==> config.mk <==
export PLATFORM = sky130hd
export DESIGN_NAME = rdoa_div
export DESIGN_NICKNAME = d
export VERILOG_FILES = /design/src/rdoa_pkg.sv /design/src/rdoa_div.sv
export SDC_FILE = /design/constraint.sdc
export NUM_CORES = 1
export LEC_CHECK = 0
export BUFFER_PORTS_ARGS = -buffer_cell sky130_fd_sc_hd__buf_2
export CORE_MARGIN = 3
export CORE_UTILIZATION = 45
export CTS_BUF_LIST = sky130_fd_sc_hd__clkbuf_16
export DETAILED_ROUTE_END_ITERATION = 8
export PLACE_DENSITY = 0.82
export SYNTH_ARGS = -nofsm -noshare
export SYNTH_HDL_FRONTEND = slang
export SYNTH_SLANG_ARGS = --single-unit
export TNS_END_PERCENT = 5
==> constraint.sdc <==
create_clock -name clk_i -period 3.65 [get_ports clk_i]
set_input_delay 0.1825 -clock clk_i [delete_from_list [all_inputs] [get_ports clk_i]]
set_output_delay 0.1825 -clock clk_i [all_outputs]
set_load 0.005 [all_outputs]
==> src/rdoa_pkg.sv <==
// ----------------------------------------------------------------------------
// rdoa_pkg
// shared types and constants of the radix digit offset adder
// ----------------------------------------------------------------------------
`default_nettype none

package rdoa_pkg;

  // fixed field widths
  localparam int unsigned WORD_W   = 64;
  localparam int unsigned DIGIT_W  = 8;
  localparam int unsigned POS_W    = 4;
  localparam int unsigned MODE_W   = 2;
  localparam int unsigned COUNT_W  = 5;
  localparam int unsigned CFG_IDX_W = 2;

  // narrow divide: digit sum of up to nine bits
  localparam int unsigned NARROW_W = 9;
  localparam int unsigned STEP_W   = 7;

  // register indexes
  localparam logic [CFG_IDX_W-1:0] CFG_RADIX       = 2'd0;
  localparam logic [CFG_IDX_W-1:0] CFG_DIGIT_COUNT = 2'd1;
  localparam logic [CFG_IDX_W-1:0] CFG_VALUE_RANGE = 2'd2;

  // register reset values
  localparam logic [DIGIT_W-1:0] RADIX_RESET       = 8'd10;
  localparam logic [COUNT_W-1:0] DIGIT_COUNT_RESET = 5'd8;
  localparam logic [WORD_W-1:0]  VALUE_RANGE_RESET = '1;
  localparam logic [DIGIT_W-1:0] RADIX_MIN         = 8'd2;

  // status codes
  localparam logic STATUS_OK     = 1'b0;
  localparam logic STATUS_REJECT = 1'b1;

  typedef enum logic [MODE_W-1:0] {
    MODE_LOAD = 2'd0,
    MODE_SET  = 2'd1,
    MODE_INC  = 2'd2
  } mode_e;

  typedef enum logic [3:0] {
    S_IDLE,
    S_RANGE_WAIT,
    S_SET_STEP,
    S_SET_DIV_WAIT,
    S_SET_SUM_WAIT,
    S_INC_STEP,
    S_INC_WAIT,
    S_EMIT,
    S_LOAD_OUT
  } state_e;

  // request to the shared divider
  typedef struct packed {
    logic start;
    logic narrow;
  } div_req_t;

endpackage

`default_nettype wire

==> src/rdoa_div.sv <==
// ----------------------------------------------------------------------------
// rdoa_div
// shared restoring divider, one quotient bit per cycle, 64 or 9 steps
// ----------------------------------------------------------------------------
`default_nettype none

module rdoa_div import rdoa_pkg::*; (
  input  wire logic              clk_i,
  input  wire logic              rst_ni,
  input  wire div_req_t          req_i,
  input  wire logic [WORD_W-1:0] dividend_i,
  input  wire logic [WORD_W-1:0] divisor_i,
  output logic                   done_o,
  output logic [WORD_W-1:0]      quotient_o,
  output logic [WORD_W-1:0]      remainder_o
);

  logic              busy_q;
  logic              done_q;
  logic [STEP_W-1:0] cnt_q;
  logic [WORD_W-1:0] quo_q, quo_d;
  logic [WORD_W-1:0] rem_q, rem_d;
  logic [WORD_W-1:0] div_q;

  logic [WORD_W:0]   trial;
  logic [WORD_W+1:0] diff;
  logic              fits;

  always_comb begin
    trial = {rem_q, quo_q[WORD_W-1]};
    diff  = {1'b0, trial} - {2'b00, div_q};
    fits  = ~diff[WORD_W+1];
    rem_d = fits ? diff[WORD_W-1:0] : trial[WORD_W-1:0];
    quo_d = {quo_q[WORD_W-2:0], fits};
  end

  always_ff @(posedge clk_i or negedge rst_ni) begin
    if (!rst_ni) begin
      busy_q <= 1'b0;
      done_q <= 1'b0;
      cnt_q  <= '0;
    end else begin
      done_q <= busy_q && (cnt_q == STEP_W'(1));
      if (busy_q) begin
        cnt_q <= cnt_q - STEP_W'(1);
        if (cnt_q == STEP_W'(1)) begin
          busy_q <= 1'b0;
        end
      end else if (req_i.start) begin
        busy_q <= 1'b1;
        cnt_q  <= req_i.narrow ? STEP_W'(NARROW_W) : STEP_W'(WORD_W);
      end
    end
  end

  // operand and partial result registers
  always_ff @(posedge clk_i) begin
    if (busy_q) begin
      quo_q <= quo_d;
      rem_q <= rem_d;
    end else if (req_i.start) begin
      rem_q <= '0;
      div_q <= divisor_i;
      quo_q <= req_i.narrow ? {dividend_i[NARROW_W-1:0], {(WORD_W-NARROW_W){1'b0}}}
                            : dividend_i;
    end
  end

  assign done_o      = done_q;
  assign quotient_o  = quo_q;
  assign remainder_o = rem_q;

endmodule

`default_nettype wire

Word-level counts from Yosys, hierarchy flattened
Cells that the tools add are included.
{"block": "classes", "n_addsub": 2, "mul": 0, "n_div": 0, "n_lt_le_gt_ge": 0, "n_eq_ne": 1, "shift": 0, "muxes": 12, "n_bitwise": 2, "reduce_logical": 3}
{"op": "64-bit 2-to-1 mux", "n": 6}
{"op": "65-bit by 64-bit subtractor with 66-bit output", "n": 1}
{"op": "7-bit 2-to-1 mux", "n": 3}
{"op": "7-bit by 1-bit == test with 1-bit output (second input constant)", "n": 1}
{"op": "7-bit by 1-bit subtractor with 7-bit output (second input constant)", "n": 1}
{"op": "1-bit 2-to-1 mux", "n": 3}
{"op": "1-bit inverter", "n": 2}
{"op": "2-bit AND reduction", "n": 1}
{"op": "2-bit nonzero test", "n": 1}
{"op": "1-bit logical AND", "n": 1}
{"block": "totals", "regBits": 201, "latchBits": 0, "ram_bits": 0, "romBits": 0, "out_inout_bits": 129, "memories": 0}

Logic depth before layout (Yosys ltp)
{"block": "logic_depth", "depth_word": 3, "depth_mapped": 15}

Worst setup path after synthesis
OpenSTA, ideal clock, no wires.
{"block": "synth_path", "path_type": "register to register", "startpoint": "register busy_q", "endpoint": "register quo_q[0] (netlist: quotient_o[0]), enable pin", "arrival_time_ns": 3.173, "t_required_ns": 3.169, "path_slack_ns": -0.004, "stages_incl_launch_ff": 4, "n_path_buf": 1, "path_cell_list": "dfrtp_1 clkbuf_1 nor2_1 inv_1"}
{"block": "synth_between", "elab_chain_len": 1}
{"item": "start, declared", "line": "rdoa_div.sv:18", "text": "logic busy_q;"}
{"item": "start signal, assigned", "line": "rdoa_div.sv:39", "text": "busy_q <= 1'b0;"}
{"item": "start signal, assigned", "line": "rdoa_div.sv:47", "text": "busy_q <= 1'b0;"}
{"item": "start signal, assigned", "line": "rdoa_div.sv:50", "text": "busy_q <= 1'b1;"}
{"item": "2-bit nonzero test (no line)"}
{"item": "end signal, assigned", "line": "rdoa_div.sv:59", "text": "quo_q <= quo_d;"}
{"item": "end signal, assigned", "line": "rdoa_div.sv:64", "text": "quo_q <= req_i.narrow ? {dividend_i[NARROW_W-1:0], {(WORD_W-NARROW_W){1'b0}}}"}
{"item": "end, declared", "line": "rdoa_div.sv:21", "text": "logic [WORD_W-1:0] quo_q, quo_d;"}
Every way passes these cells.
A chain may end at the register's enable or synchronous reset.

Worst setup path after layout
{"block": "layout_path", "startpoint": "register rem_q[8] (netlist: remainder_o[8])", "endpoint": "register rem_q[63] (netlist: remainder_o[63]) (data pin)"}
{"block": "layout_between", "elab_chain_len": 3}
{"item": "start, declared", "line": "rdoa_div.sv:22", "text": "logic [WORD_W-1:0] rem_q, rem_d;"}
{"item": "start signal, assigned", "line": "rdoa_div.sv:60", "text": "rem_q <= rem_d;"}
{"item": "65-bit by 64-bit subtractor with 66-bit output", "line": "rdoa_div.sv:31", "text": "diff = {1'b0, trial} - {2'b00, div_q};"}
{"item": "64-bit 2-to-1 mux", "line": "rdoa_div.sv:33", "text": "rem_d = fits ? diff[WORD_W-1:0] : trial[WORD_W-1:0];"}
{"item": "64-bit 2-to-1 mux", "line": "rdoa_div.sv:58", "text": "if (busy_q) begin"}
Every way passes these cells.

==> run_results.csv <==
group,metric,value,unit
synth,netlist.area_leader.share,0.4904,
route,vias,10503,
hold_path,worstHoldPathCells,3,
worst_setup_path,end_kind,"flip-flop",
timing,hold_violations,0,
timing,setup_ws,0.09724,ns
worst_setup_path,crit_path_start_kind,"flip-flop",
hold_path,min_path_type,"primary input to flip-flop",
placement,gp_congestion,0.9341,
synth,syn_area_per_cell,10.29,um^2
clock_network,clockBufferDepth,3,
cells_and_area,fin_cells,1869,
floorplanning,dieArea,0.02810,mm^2
worst_setup_path,reg2reg_depth,10,
cells_and_area,area_growth,32.46,%
timing,worstMarginPinSlew,0.9870,ns
power_and_ir_drop,internal-power,8.388,mW
timing,drv_slew,0,
clock_network,htree_num_levels,1,
synth,synthArstFlopShare,0.04478,
synth,synth.net_count,1341,
placement,dp_slack,0.1061,ns
placement,dpl.hpwl,22580,um
route,wl_per_cell,18.07,um
timing,skew,0.01481,ns
power_and_ir_drop,power.density,892.0,mW/mm^2
run,max_cap_viol_count,0,
placement,portBuffers,260,
floorplanning,core,0.02540,mm^2
route,drt_first_iter_violations,841,
grt,grt_max_degree,73,
synth,synth_top_cell_by_area,"edfxtp_1",
timing,period_share,0.9734,
route,wirelength,33780,um
route,drc,0,
placement,place_area,0.01352,mm^2
placement,dpl.cell_count,1707,
worst_setup_path,required,3.96,ns
grt,grt_pass1_vias,10352,
route,drt_pass1_iterations,5,
clock_network,post-cts-setup-buffers,0,
timing,rsz0062_at_grt,"yes",
worst_setup_path,worst_ep_arrival_time,3.86,ns
clock_network,cts_tree,"built",
route,top_layer,"met4",
floorplanning,rows,58,
power_and_ir_drop,p_sw,5.503,mW
power_and_ir_drop,leakagePower,6.798,nW
floorplanning,io_pins,261,
route,via_per_inst,5.620,
clock_network,cts_root_buffer,"clkbuf_16",
floorplanning,start_util,0.4629,
cells_and_area,num-nets-final,1721,
synth,synth-seq-area-share,0.5096,
floorplanning,die_height,167.6,um
route,wl_met2,16400,um
power_and_ir_drop,clockPowerShare,0.170,
power_and_ir_drop,comb_power_share,0.508,
cells_and_area,fillers,2036,
grt,antenna_found_initial,0,
timing,layout_min_cycle_time,3.553,ns
route,wl_met1,13710,um
synth,ys_ff_latch,201,
grt,grt_pass1_wl,54040,um
synth,syn_inst,1142,
timing,finalSetupViolCount,0,
cells_and_area,layout-drive-gt1-share,0.2256,
floorplanning,die_w,167.6,um
synth,netlist_top_cells_area,"edfxtp_1 49%, ha_1 7.0%, a21oi_1 4.9%",
power_and_ir_drop,p_seq_frac,0.321,
worst_setup_path,crit_fanout,6,
clock_network,insertion_delay,0.52,ns
route,detail-route-antenna-nets,0,
route,wl_met3,2636,um
synth,ys.flop_type,"edfxtp_1",
worst_setup_path,critPathKind,"flip-flop to flip-flop",
status,status,"completed",
grt,grt_use_total,0.2324,
power_and_ir_drop,p_sw_frac,0.3962,
clock_network,numCtsBuffers,23,
power_and_ir_drop,ir_worst_vdd,577.8,uV
synth,syn_area,0.01176,mm^2
grt,gr-total-overflow,0,
clock_network,clock_sinks,201,
synth,yosys.cell_types.count,59,
cells_and_area,post-route-util,0.6131,
clock_network,cts.clk_slew.worst_paths,0.06,ns
synth,yosysWarnings,0,
timing,relSlewSlack,0.3420,
timing,max_freq,281.5,MHz
synth,synth-edff-count,192,
cells_and_area,design_area,0.01557,mm^2
-- state kept, by name (all words and copies together) (netlist names) --
signal       cells
remainder_o     64
cnt_q            7
done_o           1
busy_q           1
quotient_o      64
div_q           64
-- critical path, cell delays in order, from the launching register on --
cell,delay [ns]
edfxtp_1,0.43
ha_1,0.40
nand2_1,0.17
or4_1,0.57
a31oi_4,0.21
a31oi_2,0.18
o21ai_4,0.26
a21oi_2,0.14
o31ai_4,0.32
nand2_1,0.23
o41ai_1,0.43
-- placed cells by master (no fill, tap or decap), drive strengths merged, types with 17 or more instances in the layout --
cell type	instances
a211oi	19
a21o	27
a21oi	116
a22o	54
buf	286
clkbuf	23
dlygate4sd3	120
edfxtp	192
ha	66
inv	92
nand2	149
nand3	17
nand4	17
nor2	52
nor3	17
o21ai	59
xnor2	39
xor2	18
-- cells in the mapped netlist, types with 3 or more instances --
library cell  count
a311oi_1          3
a21oi_1         115
nor3b_1           3
buf_1             3
nand4_1          17
a31oi_1           8
and2_1            4
or3_1             6
nor2_1           52
o22ai_1           6
xnor2_1          39
a22oi_1           3
nor3_1           17
a21o_1           27
nand2_1         149
ha_1             66
o31ai_1           7
a211oi_1         19
buf_2             8
a22o_1           54
mux2i_1          14
dfrtp_1           9
nor4_1            5
o31a_1            4
inv_1            89
nor2b_1          12
o21a_1            3
nand2b_1         13
o41ai_1           3
xor2_1           18
clkbuf_1         40
a221oi_1          3
o211ai_1         11
o21ai_0          57
edfxtp_1        192
o21bai_1          8
nand3_1          17
and3_1           11
-- logic make-up after synthesis --
family,Yosys count,share of synthesized area
AO/OA/AOI/OAI,349,0.1963
XOR/XNOR,57,0.04246
adder cells (fa/ha/maj),67,0.07195
buffers and inverters,140,0.04555
flip-flops,201,0.5096
multiplexers,14,0.01192
AND/OR/NAND/NOR,314,0.1223
-- metrics by stage --
step / setup TNS, ns / hold slack [ns] / power, mW
finish: 0 / 0.04419 / 13.89
global route: -0.3121 / 0.04300 / 14.92
CTS: 0 / 0.006762 / 13.74
detailed placement: 0 / 0.04312 / 11.22
global placement: 0 / 0.04252 / 11.02
floorplan: 0 / -0.1131 / 8.901
-- worst paths after layout --
check,slack [ns],to,start
min in group asynchronous,0.06,cnt_q[3],rst_ni
hold / removal,0.04,quotient_o[55],dividend_i[55]
setup reg to reg,0.1,remainder_o[63],remainder_o[8]
hold reg to reg,0.52,done_o,cnt_q[6]
max in group asynchronous,3.39,busy_q,rst_ni
setup / recovery,0.1,remainder_o[63],remainder_o[8]
-- repair_timing --
item / 4_1_cts / 5_1_grt
hold buffers: 120 / 0
hold endpoints to repair: 130 / 0
resized for setup: 0 / 17
endpoints found under the setup margin: 0 / 52
-- metal layers --
metal,global-route usage,vias up
met5,0,-
met3,0.04698,72
li1,-,4988
met4,0.06368,0
met2,0.3920,453
met1,0.3069,4990
-- area by class of cell --
type / count / area [um^2] / area share
multi-input cells: 801 / 5325 / 0.3420
diodes: 1 / 2.502 / 0.0001607
well taps: 330 / 412.9 / 0.02651
clock buffers: 23 / 575.6 / 0.03696
repair buffers: 406 / 2735 / 0.1756
clock inverters: 18 / 191.4 / 0.01229
flip-flops and latches: 201 / 5992 / 0.3848
inverters: 89 / 337.8 / 0.02169
-- power groups by stage --
| stage | logic [mW] | registers (mW) | clock network [mW] |
|---|---|---|---|
| 3_5_place_dp | 6.77 | 4.44 | 0 |
| 3_3_place_gp | 6.59 | 4.42 | 0 |
| 6_report | 7.06 | 4.46 | 2.37 |
| 4_1_cts | 6.90 | 4.43 | 2.41 |
| 2_1_floorplan | 4.52 | 4.38 | 0 |
| 5_1_grt | 7.84 | 4.57 | 2.52 |
Power figures use the tool's default switching activity.
